<file path="src/rtl/mfa_pkg.sv">
`default_nettype none
package mfa_pkg;

   localparam int FIELD_BITS = 16;
   localparam int DENOM_BITS = FIELD_BITS - 1;
   localparam int WHOLE_SUM_BITS = FIELD_BITS + 1;
   localparam int QUEUE_DEPTH = 2;
   localparam int QUEUE_PTR_BITS = $clog2(QUEUE_DEPTH);
   localparam int QUEUE_CNT_BITS = $clog2(QUEUE_DEPTH + 1);
   localparam int DIV_BITS = 32;
   localparam int DIV_CNT_BITS = $clog2(DIV_BITS + 1);

   localparam logic [2:0] OP_ADD = 3'd0;
   localparam logic [2:0] OP_SUB = 3'd1;
   localparam logic [2:0] OP_MUL = 3'd2;
   localparam logic [2:0] OP_DIV = 3'd3;
   localparam logic [2:0] OP_CMP = 3'd4;

   typedef struct packed {
      logic [2:0]                   opcode;
      logic signed [FIELD_BITS-1:0] a_whole;
      logic signed [FIELD_BITS-1:0] a_numer;
      logic [DENOM_BITS-1:0]        a_denom;
      logic signed [FIELD_BITS-1:0] b_whole;
      logic signed [FIELD_BITS-1:0] b_numer;
      logic [DENOM_BITS-1:0]        b_denom;
   } req_type;

   typedef struct packed {
      logic signed [31:0] res_whole;
      logic signed [31:0] res_numer;
      logic [30:0]        res_denom;
      logic               is_less;
      logic               is_greater;
      logic               fields_equal;
      logic               zero_divisor;
      logic               overflowed;
   } rsp_type;

   typedef enum logic [2:0] {
      CLS_ADDSUB,
      CLS_MUL,
      CLS_DIV,
      CLS_CMP,
      CLS_NONE
   } op_class_type;

   typedef struct packed {
      op_class_type                 cls;
      logic                         sub;
      logic                         eq;
      logic signed [FIELD_BITS-1:0] aw;
      logic signed [FIELD_BITS-1:0] an;
      logic [DENOM_BITS-1:0]        ad;
      logic signed [FIELD_BITS-1:0] bw;
      logic signed [FIELD_BITS-1:0] bn;
      logic [DENOM_BITS-1:0]        bd;
   } job_type;

   typedef struct packed {
      logic                start;
      logic [DIV_BITS-1:0] dividend;
      logic [DIV_BITS-1:0] divisor;
   } div_ctl_type;

   typedef struct packed {
      logic                done;
      logic [DIV_BITS-1:0] quot;
      logic [DIV_BITS-1:0] rem;
   } div_res_type;

   typedef enum logic [4:0] {
      S_IDLE, S_AS1, S_AS2, S_AS3, S_AS4,
      S_MD1, S_MD2, S_MD3,
      S_MUL1, S_MUL2, S_MUL3,
      S_DIV1, S_DIV2, S_DIV3,
      S_CMP1, S_CMP2, S_CMP3,
      S_RED, S_GCD,
      S_NG_GO, S_NG_WAIT, S_DG_GO, S_DG_WAIT, S_ND_GO, S_ND_WAIT,
      S_WHOLE, S_DONE
   } state_type;

   function automatic logic fits32(input logic signed [63:0] v);
      return (v[63:31] == '0) || (v[63:31] == '1);
   endfunction

endpackage
`default_nettype wire

</file>
<file path="src/rtl/mfa_front.sv">
`default_nettype none
module mfa_front (
   input  wire  mfa_pkg::req_type req,
   input  wire                    req_valid,
   output logic                   req_ready,
   input  wire                    queue_full,
   output logic                   push,
   output mfa_pkg::job_type       job
);

   always_comb begin
      req_ready = !queue_full;
      push      = req_valid && !queue_full;
      job.sub   = (req.opcode == mfa_pkg::OP_SUB);
      case (req.opcode)
         mfa_pkg::OP_ADD, mfa_pkg::OP_SUB: job.cls = mfa_pkg::CLS_ADDSUB;
         mfa_pkg::OP_MUL: job.cls = mfa_pkg::CLS_MUL;
         mfa_pkg::OP_DIV: job.cls = mfa_pkg::CLS_DIV;
         mfa_pkg::OP_CMP: job.cls = mfa_pkg::CLS_CMP;
         default: job.cls = mfa_pkg::CLS_NONE;
      endcase
      // equality is on raw bits, before zero denominators become one
      job.eq = (req.opcode == mfa_pkg::OP_CMP) && (req.a_whole == req.b_whole) &&
               (req.a_numer == req.b_numer) && (req.a_denom == req.b_denom);
      job.aw = req.a_whole;
      job.an = req.a_numer;
      job.ad = (req.a_denom == '0) ? mfa_pkg::DENOM_BITS'(1) : req.a_denom;
      job.bw = req.b_whole;
      job.bn = req.b_numer;
      job.bd = (req.b_denom == '0) ? mfa_pkg::DENOM_BITS'(1) : req.b_denom;
   end

endmodule
`default_nettype wire

</file>
<file path="config.mk">
export PLATFORM = sky130hd
export DESIGN_NAME = mfa_front
export DESIGN_NICKNAME = d
export VERILOG_FILES = /design/src/rtl/mfa_pkg.sv /design/src/rtl/mfa_front.sv
export SDC_FILE = /design/constraint.sdc
export NUM_CORES = 1
export LEC_CHECK = 0
export ABC_AREA = 0
export BUFFER_PORTS_ARGS = -buffer_cell sky130_fd_sc_hd__buf_2
export CORE_AREA = 2 2 78 80
export DETAILED_ROUTE_END_ITERATION = 8
export DIE_AREA = 0 0 80 82
export SYNTH_ARGS = -nofsm -noshare
export SYNTH_HDL_FRONTEND = slang
export SYNTH_SLANG_ARGS = --single-unit
</file>
<file path="constraint.sdc">
create_clock -name vclk -period 3.8
set_input_delay 0.76 -clock vclk [all_inputs]
set_output_delay 0.76 -clock vclk [all_outputs]
set_load 0.005 [all_outputs]
</file>
## Word level (Yosys, flattened, before mapping)

Index checks and enable logic that the tools add are counted.
Widths: inputs -> output; s select.

| word-level totals | value |
|---|---|
| output and inout port bits | 101 |
| register bits after elaboration | 0 |
| input port bits | 99 |
| logic and storage cells | 19 |

| operators by class | value |
|---|---|
| multiplexer cells | 3 |
| equality and inequality tests | 7 |
| reduce and logical (&&, ||, !) cells | 9 |

Operators by type and width:

| operator | count |
|---|---|
| $eq 16x16->1 | 2 |
| $logic_not 15->1 | 2 |
| $mux 15 | 2 |
| $eq 15x15->1 | 1 |
| $pmux 3 s4 | 1 |
| $eq 3x2->1 const B | 2 |
| $logic_and 1x1->1 | 4 |
| $eq 3x1->1 const B | 1 |
| $eq 3x3->1 const B | 1 |
| $logic_not 3->1 | 1 |
| $reduce_or 2->1 | 1 |
| $logic_not 1->1 | 1 |

## Longest topological paths before layout

| logic depth | value |
|---|---|
| depth after elaboration | 4 |
| gate-level depth with buffers | 4 |
| depth with buffers taken out | 4 |

## Worst setup path before layout

Ideal clock, no wire load.

| timing path | value |
|---|---|
| path kind | input to output |
| from | input port req[7] (netlist name) |
| to | output port job[94] (netlist name) |
| slack | 1.238 ns |
| path buffers | 0 |
| arrival | 1.802 ns |
| cell stages on the path | 4 |
| data required time | 3.040 ns |
| path through | xnor2_1 > nand4_1 > or4_1 > nor4_2 |

RTL lines:

| what | RTL line | source |
|---|---|---|
| start, declared | mfa_front.sv:3 | `input wire mfa_pkg::req_type req,` |
| end, declared | mfa_front.sv:8 | `output mfa_pkg::job_type job` |

==> metrics.txt <==
First-pass DRT Iterations=2; Initial Util=a little over a fifth; GRT Residual Overflow=0; max frequency=0.333 GHz; main combinational cell family by area after synthesis=buffers and inverters; nature of the critical path endpoint=output port; Slew HR=between 60% and 70%; Final Slew Violations=0; Die X-Extent=approximately 80 µm; dpl cells=358; PD cells=between 100 and 150 nW/µm²; Static Leakage=1.03 nW; Setup TNS Final=0 ns; vias post-DR=between 1000 and 1500; commonest non-fill, non-tap cell in the layout=buf_2; Top Ports=200; pre-CTS worst setup slack=between 0.7 and 0.8 ns; average size of a mapped cell=approximately 7 µm²; mux contribution to synthesized area=0%; Area Growth Syn to Fin=40.4%; Critical Path Fanout Max=3; post-CTS setup buffers=0; Fin Hold WS=between 1.5 and 2 ns; first-pass GRT wire length=around 5600 µm; Syn. warnings=0; PortBufs=200; Synth area leader=buf_4; Synth Area in Compound Gates=1.61%; seq_cells=0; Slew @ Worst Pin=around 0.45 ns; simple-gate share of the synthesized area=~16%; WL/cell=11.9 µm; post-synthesis cell count=roughly 180; Synth top area share=about 39%; Reg area=0 µm²; routed vias/inst=approximately 4.0; Final Power=slightly below 0.2 mW; # rows=28; WS Path Type=in2out; hold buffer count at CTS=0; vias in the first global route=between 1000 and 1500; HPWL after DPL=about 4000 µm; Final min period=3.01 ns; fin cells=between 300 and 400; DIE HEIGHT=just over 80 µm; CTS-repair resized insts=0; data arrival time of the worst path=approximately 2.3 ns; Nets=around 380; Die ar.=approximately 6600 µm²; diodes inserted=0; leading cell types in the layout, fill and taps excluded=buf_2 (200), xor2_1 (33), nor4_1 (14); proportion of layout cells with a drive suffix above 1=a little under three quarters; Synth Net Count=roughly 270; status=complete, no violations; initial antenna violation count=0; Filler cells=between 600 and 700; post-synthesis sequential area ratio=0%; worst hold path startpoint=req[21]; final setup margin=0.794 ns; detailed-route DRC error count=0; final setup vio count=0; Synth Cell Area=~1200 µm²; worst vdd ir=between 0.04 and 0.05 mV; clock buffer count=0; Core ar.=5750 µm²; Adder-Cell Fraction of Synth Area=0%; Routed Antenna Nets=0; Routed WL=4250 µm; Critical Path Source Type=input port; largest net degree at the start of global routing=7; Tot GR Track Use=10.7%; XOR/XNOR Fraction of Synth Area=34.9%; CP Launch Point=req[7]; worst min path class=in2out; Tcrit/Tclk final=79.1%; Worst Path Required=roughly 3.0 ns; Hold Vio Cnt, Final=0; unique cell type count in the Yosys netlist=17; max-cap viol count=0; Area contributors post-synth=buf_4 (39%), xor2_1 (23%), xnor2_1 (9.1%); Initial DRC Count=12; Routability Congestion=about 0.73; RSZ-0062 raised after global routing=no
## cell type report
type                            count  area (µm²)  area share (%)
Timing Repair Buffer              200        1000            57.2
Inverter                            1        3.75           0.215
Tap cell                           75        93.8            5.36
Multi-Input combinational cell     82         651            37.2
## cell usage after synthesis
| library cell | number |
|---|---|
| buf_4 | 64 |
| xor2_1 | 33 |
| clkbuf_1 | 27 |
| nor4_1 | 14 |
| xnor2_1 | 13 |
| nand4_1 | 6 |
| nor2_1 | 4 |
| a41o_1 | 2 |
| nand2_1 | 2 |
| nor2b_1 | 2 |
| xnor2_2 | 2 |
| dlygate4sd3_1 | 1 |
| inv_1 | 1 |
| nand3b_1 | 1 |
| nor3b_1 | 1 |
| nor4_2 | 1 |
| or4_1 | 1 |
## critical path, cell delays in order
cell,delay [ns]
buf_2,0.11
xnor2_1,0.19
nand4_1,0.14
or4_1,0.61
nor4_2,0.29
buf_2,0.15
## cells by family after synthesis
| logic type | count (synthesis) |
|---|---|
| compound gates | 2 |
| xor+xnor | 48 |
| buf+inv | 93 |
| simple gates | 32 |
## final timing paths
check / endpoint / cells after the start
max: job[94] / 6
min: job[21] / 2
## stage by stage
step | cell area, µm² | util [%]
after floorplan | 1250 | -
after global placement | 1750 | 30.4
after detailed placement | 1750 | 30.4
after CTS | 1750 | 30.4
after global routing | 1750 | 30.4
final | 1750 | 30.4
## per-layer routing
layer  up-vias  track usage, %  routed length, µm
met4         0               0                  0
met1       633            13.0               1670
li1        708               -                  -
met5         -               0                  0
met2        94            21.8               2230
met3         0           0.549                354
## power breakdown
part	internal (mW)	switching (mW)	total [mW]
logic	0.104	0.0893	0.193
clock network	0	0	0
registers	0	0	0
total	0.104	0.0893	0.193
Power figures use the tool's default switching activity.
