[src/rtl/mfa_pkg.sv]
`default_nettype none
package mfa_pkg;

   localparam int FIELD_BITS = 16;
   localparam int DENOM_BITS = FIELD_BITS - 1;
   localparam int WHOLE_SUM_BITS = FIELD_BITS + 1;
   localparam int QUEUE_DEPTH = 2;
   localparam int QUEUE_PTR_BITS = $clog2(QUEUE_DEPTH);
   localparam int QUEUE_CNT_BITS = $clog2(QUEUE_DEPTH + 1);
   localparam int DIV_BITS = 32;
   localparam int DIV_CNT_BITS = $clog2(DIV_BITS + 1);

   localparam logic [2:0] OP_ADD = 3'd0;
   localparam logic [2:0] OP_SUB = 3'd1;
   localparam logic [2:0] OP_MUL = 3'd2;
   localparam logic [2:0] OP_DIV = 3'd3;
   localparam logic [2:0] OP_CMP = 3'd4;

   typedef struct packed {
      logic [2:0]                   opcode;
      logic signed [FIELD_BITS-1:0] a_whole;
      logic signed [FIELD_BITS-1:0] a_numer;
      logic [DENOM_BITS-1:0]        a_denom;
      logic signed [FIELD_BITS-1:0] b_whole;
      logic signed [FIELD_BITS-1:0] b_numer;
      logic [DENOM_BITS-1:0]        b_denom;
   } req_type;

   typedef struct packed {
      logic signed [31:0] res_whole;
      logic signed [31:0] res_numer;
      logic [30:0]        res_denom;
      logic               is_less;
      logic               is_greater;
      logic               fields_equal;
      logic               zero_divisor;
      logic               overflowed;
   } rsp_type;

   typedef enum logic [2:0] {
      CLS_ADDSUB,
      CLS_MUL,
      CLS_DIV,
      CLS_CMP,
      CLS_NONE
   } op_class_type;

   typedef struct packed {
      op_class_type                 cls;
      logic                         sub;
      logic                         eq;
      logic signed [FIELD_BITS-1:0] aw;
      logic signed [FIELD_BITS-1:0] an;
      logic [DENOM_BITS-1:0]        ad;
      logic signed [FIELD_BITS-1:0] bw;
      logic signed [FIELD_BITS-1:0] bn;
      logic [DENOM_BITS-1:0]        bd;
   } job_type;

   typedef struct packed {
      logic                start;
      logic [DIV_BITS-1:0] dividend;
      logic [DIV_BITS-1:0] divisor;
   } div_ctl_type;

   typedef struct packed {
      logic                done;
      logic [DIV_BITS-1:0] quot;
      logic [DIV_BITS-1:0] rem;
   } div_res_type;

   typedef enum logic [4:0] {
      S_IDLE, S_AS1, S_AS2, S_AS3, S_AS4,
      S_MD1, S_MD2, S_MD3,
      S_MUL1, S_MUL2, S_MUL3,
      S_DIV1, S_DIV2, S_DIV3,
      S_CMP1, S_CMP2, S_CMP3,
      S_RED, S_GCD,
      S_NG_GO, S_NG_WAIT, S_DG_GO, S_DG_WAIT, S_ND_GO, S_ND_WAIT,
      S_WHOLE, S_DONE
   } state_type;

   function automatic logic fits32(input logic signed [63:0] v);
      return (v[63:31] == '0) || (v[63:31] == '1);
   endfunction

endpackage
`default_nettype wire

[src/rtl/mfa_queue.sv]
`default_nettype none
module mfa_queue (
   input  wire              clock,
   input  wire              reset,
   input  wire              push,
   input  wire  mfa_pkg::job_type push_job,
   input  wire              pop,
   output logic             full,
   output logic             empty,
   output mfa_pkg::job_type head
);

   mfa_pkg::job_type entry_ff [mfa_pkg::QUEUE_DEPTH];
   logic [mfa_pkg::QUEUE_PTR_BITS-1:0] wr_ptr_ff, wr_ptr_in;
   logic [mfa_pkg::QUEUE_PTR_BITS-1:0] rd_ptr_ff, rd_ptr_in;
   logic [mfa_pkg::QUEUE_CNT_BITS-1:0] count_ff, count_in;

   always_comb begin
      full      = (count_ff == mfa_pkg::QUEUE_CNT_BITS'(mfa_pkg::QUEUE_DEPTH));
      empty     = (count_ff == '0);
      head      = entry_ff[rd_ptr_ff];
      wr_ptr_in = wr_ptr_ff;
      rd_ptr_in = rd_ptr_ff;
      count_in  = count_ff;
      if (push) begin
         wr_ptr_in = (wr_ptr_ff == mfa_pkg::QUEUE_PTR_BITS'(mfa_pkg::QUEUE_DEPTH - 1)) ?
                     '0 : wr_ptr_ff + 1'b1;
      end
      if (pop) begin
         rd_ptr_in = (rd_ptr_ff == mfa_pkg::QUEUE_PTR_BITS'(mfa_pkg::QUEUE_DEPTH - 1)) ?
                     '0 : rd_ptr_ff + 1'b1;
      end
      if (push && !pop) begin
         count_in = count_ff + 1'b1;
      end else if (pop && !push) begin
         count_in = count_ff - 1'b1;
      end
   end

   always_ff @(posedge clock) begin
      if (reset) begin
         wr_ptr_ff <= '0;
         rd_ptr_ff <= '0;
         count_ff  <= '0;
      end else begin
         wr_ptr_ff <= wr_ptr_in;
         rd_ptr_ff <= rd_ptr_in;
         count_ff  <= count_in;
      end
   end

   always_ff @(posedge clock) begin
      if (push) begin
         entry_ff[wr_ptr_ff] <= push_job;
      end
   end

endmodule
`default_nettype wire

[config.mk]
export PLATFORM = sky130hd
export DESIGN_NAME = mfa_queue
export DESIGN_NICKNAME = d
export VERILOG_FILES = /design/src/rtl/mfa_pkg.sv /design/src/rtl/mfa_queue.sv
export SDC_FILE = /design/constraint.sdc
export NUM_CORES = 1
export LEC_CHECK = 0
export BUFFER_PORTS_ARGS = -buffer_cell sky130_fd_sc_hd__buf_2
export CAP_MARGIN = 40
export CORE_UTILIZATION = 56
export CTS_CLUSTER_SIZE = 30
export DETAILED_ROUTE_END_ITERATION = 7
export PLACE_DENSITY = 0.85
export SYNTH_ARGS = -nofsm -noshare
export SYNTH_HDL_FRONTEND = slang
export SYNTH_SLANG_ARGS = --single-unit
export TNS_END_PERCENT = 10
[constraint.sdc]
create_clock -name clock -period 10.3 [get_ports clock]
set_clock_uncertainty 0.1 [all_clocks]
set_input_delay 2.06 -clock clock [delete_from_list [all_inputs] [get_ports clock]]
set_output_delay 2.06 -clock clock [all_outputs]
set_load 0.02 [all_outputs]
* Word-level counts from Yosys, hierarchy flattened
Memory sizes are Yosys's and may differ from the RTL's. A register that Yosys moved wholly into a read port is not among the register bits.
Index checks and enable logic that the tools add are counted.
** Storage, ports and cells
- Register bits after elaboration :: 4
- RAM bits :: 198
- Input port bits :: 103
- Output and inout port bits :: 101
- Logic and storage cells :: 23
- Memories kept :: 1
** Memory list
- entry_ff :: words 2, width 99, read ports 1, clocked after memory_dff 1, wr ports 1, RTL line mfa_queue.sv:13 : mfa_pkg::job_type entry_ff [mfa_pkg::QUEUE_DEPTH];
** Operators by class
- $add $sub $neg :: 4
- Equality and inequality tests :: 1
- Multiplexer cells :: 8
- Reduce and logical (&&, ||, !) cells :: 6
** Operators with widths (count)
- two-way mux 1 bit :: 6
- two-way mux 2 bit :: 2
- adder 1 bit, second input constant :: 2
- adder 2 x 1 -> 2 bit, second input constant :: 1
- == test 2 bit, second input constant :: 1
- logical AND 1 bit :: 2
- logical NOT 1 bit :: 2
- logical NOT 2 bit :: 1
- nonzero test 2 bit :: 1
- subtractor 2 x 1 -> 2 bit, second input constant :: 1

* Logic depth before layout (Yosys ltp)
Gate-level depths: netlist of run 1.
- Depth after elaboration :: 4
- Gate-level depth with buffers :: 5
- Gate-level depth less buffers :: 5

* Worst setup path after synthesis of run 1
Ideal clock, no wire load.
- Path type :: in2reg
- From :: in push
- To :: mem entry_ff[0][0] (netlist bit), enable pin
- Setup time :: 0.569 ns
- Data arrival time :: 6.369 ns
- Data required time :: 9.631 ns
- Slack :: 3.261 ns
- Stages on the path :: 1
- Path buffers :: 0
- Cells stage by stage :: nor2b_1
** Between the ends
- Word-level cells in the longest chain between the ends :: 2
** RTL lines
- start, declared :: RTL line mfa_queue.sv:5 : input wire push,
- two-way mux 1 bit :: RTL line mfa_queue.sv:53 : if (push) begin
- two-way mux 1 bit (not written as such) :: RTL line mfa_queue.sv:54 : entry_ff[wr_ptr_ff] <= push_job;
- end, declared :: RTL line mfa_queue.sv:13
No other way between the ends.

==> metrics.yaml, run 1 <==
cts:
  cts_tree: "yes"
  clkLatencyLatePin_ps: 460
  cts_resized: 0
  cts-buffers-inserted: 20
  root_buffer: "clkbuf_16"
  post_cts.repair.setup_buffers: 0
  cts.clk_slew.worst_paths_ps: 60
  clock-sinks: 203
  clock_path_buffers: 3
  htreeDepth: 1
  cts_hold_buf: 0
placement:
  hpwl_mm: 8.34
  globalplace.congestion: 0.773
  portBuffers: 203
  dp_slack_ps: 6030
global_routing:
  grt_pass1_wl_mm: 18.7
  antenna_found_initial: 2
  grt_pass1_vias: 3760
  grt_start_max_net_pins: 55
  overflow: 0
  grt_use_total_pct: 18.2
detailed_routing:
  via_per_inst: 5.07
  wire_per_inst_um: 17.3
  dr_total_vias: 3728
  ant_nets: 0
  drc: 0
  drtIter0Drc: 188
  firstDrtPassIters: 4
  wl_mm: 12.7
layout:
  n_fill_cell: 800
  nets: 652
  final_cell_mix: "buf_2 (203), edfxtp_1 (198), mux2_2 (89)"
  layout-drive-gt1-share_pct: 60.0
  layout_commonest_cell: "buf_2"
  syn2layout_area_growth_pct: 24.5
  fin_util_pct: 72.2
timing:
  finalHoldViolations: 0
  fin_crit_sh_pct: 46.0
  final-max-slew-violation-count: 0
  slew_headroom_pct: 52.3
  fin_ws_ps: 5560
  setup_viol: 0
  setup_tns_ps: 0
  tightest_slew_ps: 716
  finalCriticalPeriod_ps: 4740
  fmax_ghz: 0.211
  rsz0062_at_grt: "false"
synthesis:
  synth-compound-area-share_pct: 0.136
  synth_xor_area_share_pct: 0.475
  synth_top_family_by_area: "multiplexers"
  synth_warnings: 0
  synth.mux.area_fraction_pct: 15.6
  syn_inst: 330
  netlist_area_um2: 7380
  yosysSeqAreaShare_pct: 82.0
  synth_seq_cells: 203
  synth_fa_ha_area_share_pct: 0.170
  syn-num-nets: 434
  syn_area_per_cell_um2: 22.4
  synthSimpleGateAreaFrac_pct: 0.594
  synth.distinct_cells: 16
die:
  dieWidth_um: 117
  core-area_um2: 12700
  initial_core_util_pct: 58.0
  rows: 41
  pin_count: 204
  die-area_um2: 13600
  fp.dieH_um: 117
setup_path:
  worst_path_max_delay_cell: "dfxtp_4"
  worstPathCellList: "buf_4 -> mux2_2 -> buf_2"
  cp-start-kind: "register"
  path_class: "register to output port"
  critical_path.top_delay_family: "buffers and inverters"
  cp_max_fo: 51
  cpPeakStageDelay_ps: 770
  critPathRequiredTime_ps: 8140
  cp.arrival_ps: 2580
  end_kind: "output port"
  cp_num_buf_inv: 2
worst_hold_path:
  hold_class: "register to register"
power_and_ir_drop:
  leakagePower_nw: 3.47
  powerDensity_nw_per_um2: 203
  ir_drop_mv: 0.170
flow_run:
  maxCapViolCount: 0
status:
  status: "finished clean"
-- power by group --
part           switching [mW]  internal, mW  total (mW)
registers              0.0194         0.964       0.983
clock network           0.283         0.372       0.655
logic                   0.129        0.0924       0.222
-- flip-flops by register name (all words and copies together) (netlist names), named ones only --
register   count
rd_ptr_ff      1
count_ff       2
entry_ff     198
wr_ptr_ff      1
-- worst reg2reg max path, stage by stage (launching register included) --
cell and delay [ps]:
dfxtp_1 410, and2_4 580, buf_4 700
-- cells by family after synthesis --
| kind of cell | after synthesis |
|---|---|
| AO/OA/AOI/OAI | 2 |
| XOR/XNOR | 4 |
| adder cells (fa/ha/maj) | 1 |
| buffers and inverters | 12 |
| flip-flops | 203 |
| multiplexers | 99 |
| AND/OR/NAND/NOR | 9 |
-- path summary, 6_finish.rpt --
| path | startpoint | to | slack (ps) | cells past startpoint |
|---|---|---|---|---|
| setup / recovery | register | head[24] | 5560 | 3 |
| hold / removal | count_ff[1]$_SDFFE_PP0P_ | count_ff[1]$_SDFFE_PP0P_ | 410 | 2 |
| setup reg to reg | wr_ptr_ff$_SDFFE_PP0P_ | entry_ff[1][73]$_DFFE_PP_ | 8090 | 2 |
| hold reg to reg | count_ff[1]$_SDFFE_PP0P_ | count_ff[1]$_SDFFE_PP0P_ | 410 | 2 |
-- stage by stage --
| step | instance area (um2) | hold WS (ps) | power [mW] | cells |
|---|---|---|---|---|
| floorplan | 7380 | 361 | 1.15 | 330 |
| global placement | 8580 | 377 | 1.22 | 698 |
| detailed placement | 8580 | 396 | 1.23 | 698 |
| CTS | 9180 | 406 | 1.88 | 734 |
| global route | 9180 | 459 | 1.92 | 734 |
| finish | 9180 | 412 | 1.86 | 735 |
-- synth_stat cells (all sizes together) --
cell type | count | area (um2)
edfxtp | 198 | 5950
mux2 | 99 | 1150
buf | 11 | 73.8
dfxtp | 5 | 100
nor2 | 5 | 18.8
nor2b | 2 | 12.5
xnor2 | 2 | 17.5
xor2 | 2 | 17.5
a21oi | 1 | 5.00
and2 | 1 | 6.26
ha | 1 | 12.5
inv | 1 | 3.75
o21ai | 1 | 5.00
or3 | 1 | 6.26
-- area by class of cell --
cell class                 count  area, um2  area share (%)
multi-input combinational    115       1260            13.8
sequential                   203       6050            65.9
clock inverter                13       68.8           0.749
tap                          172        215            2.34
inverter                       1       3.75          0.0409
clock buffer                  23        533            5.80
timing repair buffer         207       1050            11.4
antenna                        1       2.50          0.0273
-- layer usage --
layer  part of all wire, %  global-route usage [%]
met1                    38                    21.4
met2                    52                    32.4
met3                   8.5                    5.41
met4                   1.8                    5.15
met5                  0.10                       0
No activity file was read; power rests on OpenSTA's default activity.
==> run 2, diff against run 1 <==
CORE_UTILIZATION = 47   (was 56)
PLACE_DENSITY = 0.76   (was 0.85)
clock period = 4.1 ns   (was 10.3 ns; I/O delays follow)
==> metrics.yaml, run 2 (synthesized netlist as in run 1, its figures left out) <==
placement:
  dp_slack_ps: 1440  # -4590 ps
  globalplace.congestion: 0.728  # -5.8%
  portBuffers: 203  # unchanged
  placed_cells: 736  # +5.4%
  dpl-instance-area_um2: 8660  # +0.92%
  hpwl_mm: 8.48  # +1.8%
setup_path:
  r2r-start: "wr_ptr_ff$_SDFFE_PP0P_"
  cp_max_fo: 51  # unchanged
  end_kind: "output port"
  cp-start-kind: "register"
  cpPeakStageDelay_ps: 780  # about the same
  critical_path.top_delay_family: "flip-flops"
  critPathRequiredTime_ps: 3180  # -4960 ps
  worstPathCellList: "buf_12 -> mux2_2 -> buf_2"
  cp.arrival_ps: 2210  # -370 ps
  path_class: "register to output port"
  worst_path_max_delay_cell: "dfxtp_4"
  cp_num_buf_inv: 2  # unchanged
detailed_routing:
  drc: 0  # unchanged
  ant_nets: 0  # unchanged
  wl_mm: 13.0  # +2.2%
  drtIter0Drc: 176  # -6.4%
  wire_per_inst_um: 16.8  # -2.8%
  via_per_inst: 4.84  # -4.7%
  firstDrtPassIters: 4  # unchanged
  dr_total_vias: 3738  # +0.27%
layout:
  layout.cells.non_filler: 773  # +5.2%
  biggestRegsByFlops: "entry_ff: 198 flops, count_ff: 2 flops"
  largest_reg_flops: 198  # unchanged
  layout_commonest_cell: "buf_2"
  top_register: "entry_ff"
  fin_area_um2: 9260  # +0.87%
  layout-drive-gt1-share_pct: 58.9  # -1.1 points
  syn2layout_area_growth_pct: 25.6
  final_cell_mix: "buf_2 (203), edfxtp_1 (198), mux2_2 (89)"
  antennaDiodeCount: 0  # -1
  nets: 652  # unchanged
timing:
  finalHoldViolations: 0  # unchanged
  fin_ws_ps: 967  # -4590 ps
  fin_crit_sh_pct: 76.4
  rsz0062_at_grt: "false"
  setup_tns_ps: 0  # unchanged
  fmax_ghz: 0.319
  tightest_slew_ps: 661  # -54.9 ps
  slew_headroom_pct: 55.9  # +3.7 points
  finalCriticalPeriod_ps: 3130
  final-max-slew-violation-count: 0  # unchanged
  setup_viol: 0  # unchanged
power_and_ir_drop:
  powerDensity_nw_per_um2: 508  # +150%
  ir_drop_mv: 0.381  # +120%
  leakagePower_nw: 3.48  # +0.32%
cts:
  clkLatencyLatePin_ps: 470  # about the same
  cts_resized: 0  # unchanged
  clock_path_buffers: 3  # unchanged
  post_cts.repair.setup_buffers: 0  # unchanged
  root_buffer: "clkbuf_16"
  htreeDepth: 1  # unchanged
  cts_hold_buf: 0  # unchanged
  cts-buffers-inserted: 21  # +5.0%
  clock-sinks: 203  # unchanged
  cts_tree: "yes"
  cts.clk_slew.worst_paths_ps: 60  # about the same
global_routing:
  grt_start_max_net_pins: 100  # +82%
  overflow: 0  # unchanged
  grt_pass1_wl_mm: 19.8  # +6.0%
  antenna_found_initial: 2  # unchanged
  grt_use_total_pct: 15.8  # -2.3 points
  grt_pass1_vias: 3970  # +5.6%
status:
  status: "finished clean"
die:
  pin_count: 204  # unchanged
  core-area_um2: 15300  # +20%
  dieWidth_um: 127  # +9.0%
  initial_core_util_pct: 48.3  # -9.6 points
  die-area_um2: 16200  # +19%
  fp.dieH_um: 127  # +9.0%
  rows: 45  # +9.8%
worst_hold_path:
  hold_class: "input pin to register"
  hold_start: "push_job[3]"
flow_run:
  maxCapViolCount: 0  # unchanged
==> run 2: cell types whose count changed in the layout (fill, tap and decap cells not counted) <==
cell and delta:
buf_12 +3, buf_4 -4, clkbuf_1 +6, clkbuf_8 +2
clkinv_2 -3, clkinv_4 -1, clkinvlp_4 -3, diode_2 -1
==> run 2: final cells by class <==
cell class	count	area, um2
clock buffers	31	583
clock inverters	6	22.5
fillers	1136	6000
inverters	1	3.75
multi-input cells	115	1260
flip-flops and latches	203	6050
well taps	211	264
repair buffers	206	1080
==> run 2: report_power, final <==
part	internal [mW]	switching, mW
clock	0.976	0.696
sequential	2.42	0.0502
combinational	0.237	0.323
==> run 2: worst register-to-register path, delay by kind of cell, from the launching register on <==
| family | cells | cell delay, ps |
|---|---|---|
| buffers and inverters | 1 | 370 |
| DFF | 1 | 430 |
| and+or+nand+nor | 1 | 600 |
==> run 2: final timing paths <==
path	end	slack (ps)	cells past startpoint
max	head[65]	970	3
min	entry_ff[0][3]$_DFFE_PP_	430	1
max reg2reg	entry_ff[1][26]$_DFFE_PP_	2240	2
min reg2reg	count_ff[1]$_SDFFE_PP0P_	440	2
==> run 2: layer usage <==
metal	up-vias	GRT usage [%]	part of all wire, %
li1	1744	-	-
met1	1813	17.7	38
met2	148	28.3	51
met3	31	5.53	9.0
met4	2	5.11	2.0
met5	-	0	0.092
==> run 2: through the flow <==
stage | hold WS (ps) | power, mW | utilization, %
3_5_place_dp | 421 | 3.08 | 56.7
4_1_cts | 409 | 4.76 | 60.7
3_3_place_gp | 381 | 3.06 | 56.7
6_report | 429 | 4.70 | 60.7
2_1_floorplan | 361 | 2.87 | -
5_1_grt | 409 | 4.88 | 60.7
==> run 3, diff against run 2 <==
CORE_UTILIZATION = 52   (was 47)
PLACE_DENSITY = 0.79   (was 0.76)
clock period = 3 ns   (was 4.1 ns; I/O delays follow)
==> metrics.yaml, run 3 (synthesized netlist as in run 1, its figures left out) <==
cts:
  clkLatencyLatePin_ps: 480  # about the same
  htreeDepth: 1  # unchanged
  root_buffer: "clkbuf_16"
  post_cts.repair.setup_buffers: 0  # unchanged
  cts.clk_slew.worst_paths_ps: 60  # about the same
  cts_hold_buf: 0  # unchanged
  clock_path_buffers: 3  # unchanged
  cts-buffers-inserted: 20  # -4.8%
  cts_tree: "yes"
  cts_resized: 0  # unchanged
  clock-sinks: 203  # unchanged
detailed_routing:
  dr_total_vias: 3802  # +1.7%
  via_per_inst: 5.09  # +5.3%
  wire_per_inst_um: 17.5  # +3.9%
  drc: 0  # unchanged
  ant_nets: 0  # unchanged
  drtIter0Drc: 312  # +77%
  wl_mm: 13.1  # +0.38%
  firstDrtPassIters: 4  # unchanged
layout:
  final_cell_mix: "buf_2 (203), edfxtp_1 (198), mux2_2 (89)"
  largest_reg_flops: 198  # unchanged
  layout-drive-gt1-share_pct: 60.0  # +1.1 points
  fin_area_um2: 9300  # +0.35%
  nets: 655  # +0.46%
  top_register: "entry_ff"
  syn2layout_area_growth_pct: 26.0
  layout_commonest_cell: "buf_2"
  biggestRegsByFlops: "entry_ff: 198 flops, count_ff: 2 flops"
setup_path:
  critical_path.top_delay_family: "flip-flops"
  worstPathCellList: "buf_12 -> mux2_2 -> buf_2"
  critPathRequiredTime_ps: 2300  # -880 ps
  r2r_cells: 2  # unchanged
  cpPeakStageDelay_ps: 620  # -160 ps
  cp.arrival_ps: 1960  # -250 ps
  path_class: "register to output port"
  cp_num_buf_inv: 2  # unchanged
  cp_num_cells: 3  # unchanged
  cp_max_fo: 40  # -22%
  end_kind: "output port"
  worst_path_max_delay_cell: "dfxtp_4"
  cp-start-kind: "register"
die:
  die-area_um2: 14700  # -9.5%
  pin_count: 204  # unchanged
  core-area_um2: 13900  # -9.0%
  dieWidth_um: 121  # -4.9%
  fp.dieH_um: 121  # -4.9%
  rows: 43  # -4.4%
  initial_core_util_pct: 53.1  # +4.8 points
power_and_ir_drop:
  p_comb_share_pct: 12.0  # about the same
  p_clk_share_pct: 36.6  # +1.1 points
  p_seq_share_pct: 51.4  # -1.2 points
  ir_drop_mv: 0.504  # +32%
  switching_share_pct: 22.4  # -0.35 points
  p_int_mw: 5.09  # +40%
  power.switching_mw: 1.47  # +37%
  powerDensity_nw_per_um2: 705  # +39%
  leakagePower_nw: 3.52  # +1.1%
global_routing:
  grt_use_total_pct: 17.6  # +1.7 points
  met1_usage_pct: 21.9  # +4.2 points
  overflow: 0  # unchanged
  grt_start_max_net_pins: 100  # unchanged
  grt_pass1_wl_mm: 19.6  # -1.1%
  antenna_found_initial: 2  # unchanged
  grtUsageMet2_pct: 30.0  # +1.7 points
  busiest_layer: "met2"
  grt_pass1_vias: 3942  # -0.71%
  met3_usage_pct: 4.56  # -0.97 points
placement:
  hpwl_mm: 8.59  # +1.3%
  dpl-instance-area_um2: 8650  # -0.10%
  globalplace.congestion: 0.754  # +3.6%
  portBuffers: 203  # unchanged
timing:
  rsz0062_at_grt: "false"
  fmax_ghz: 0.376
  finalHoldViolations: 0  # unchanged
  tightest_slew_ps: 602  # -59.1 ps
  fin_crit_sh_pct: 88.7
  setup_viol: 0  # unchanged
  finalCriticalPeriod_ps: 2660
  slew_headroom_pct: 59.9  # +3.9 points
  final-max-slew-violation-count: 0  # unchanged
  whs_ps: 209  # -220 ps
worst_hold_path:
  holdPathStages: 1  # unchanged
  hold_class: "input pin to register"
flow_run:
  maxCapViolCount: 0  # unchanged
status:
  status: "finished clean"
-- run 3: cell count changes in the layout (fill, tap and decap cells not counted) --
cell / previous run / this run
buf_4: 0 / 4
clkbuf_8: 2 / 0
clkbuf_1: 8 / 5
clkinv_1: 6 / 4
clkinv_2: 0 / 3
diode_2: 0 / 2
bufinv_16: 0 / 2
clkinvlp_4: 0 / 1
-- run 3: area by class of cell --
type                       count  area [um2]
fill                         942        4590
clock inverter                10        97.6
tap                          180         225
antenna                        2        5.00
sequential                   203        6050
inverter                       1        3.75
multi-input combinational    115        1260
clock buffer                  26         544
timing repair buffer         210        1110
-- run 3: path summary, 6_finish.rpt --
kind	from	endpoint	slack (ps)
max reg2reg	wr_ptr_ff$_SDFFE_PP0P_	entry_ff[1][69]$_DFFE_PP_	1330
min reg2reg	count_ff[1]$_SDFFE_PP0P_	count_ff[1]$_SDFFE_PP0P_	430
max	register	head[96]	340
min	push_job[66]	entry_ff[0][66]$_DFFE_PP_	210
-- run 3: worst reg2reg max path: stages, from the launching register on --
cell and delay (ps):
dfxtp_1 400, and2_4 510, buf_4 350
-- run 3: routing by layer --
layer,vias to the layer above,share of wire [%]
met5,-,0
met4,0,2.1
li1,1751,-
met1,1883,41
met3,23,7.5
met2,145,50
-- run 3: power by group through the flow --
stage	clock, mW	combinational (mW)	sequential [mW]
2_1_floorplan	0	0.521	3.41
3_3_place_gp	0	0.779	3.42
3_5_place_dp	0	0.793	3.43
4_1_cts	2.45	0.798	3.37
5_1_grt	2.56	0.842	3.38
6_report	2.40	0.788	3.37
-- run 3: per-stage QoR --
stage,setup TNS (ps),util [%],worst slack [ps],cells,power [mW]
final,0,67.0,340,747,6.56
after global routing,0,66.9,233,745,6.79
after CTS,0,66.9,299,745,6.62
after detailed placement,0,62.3,797,709,4.22
after global placement,0,62.3,813,709,4.20
after floorplan,-44110,-,-446,330,3.93
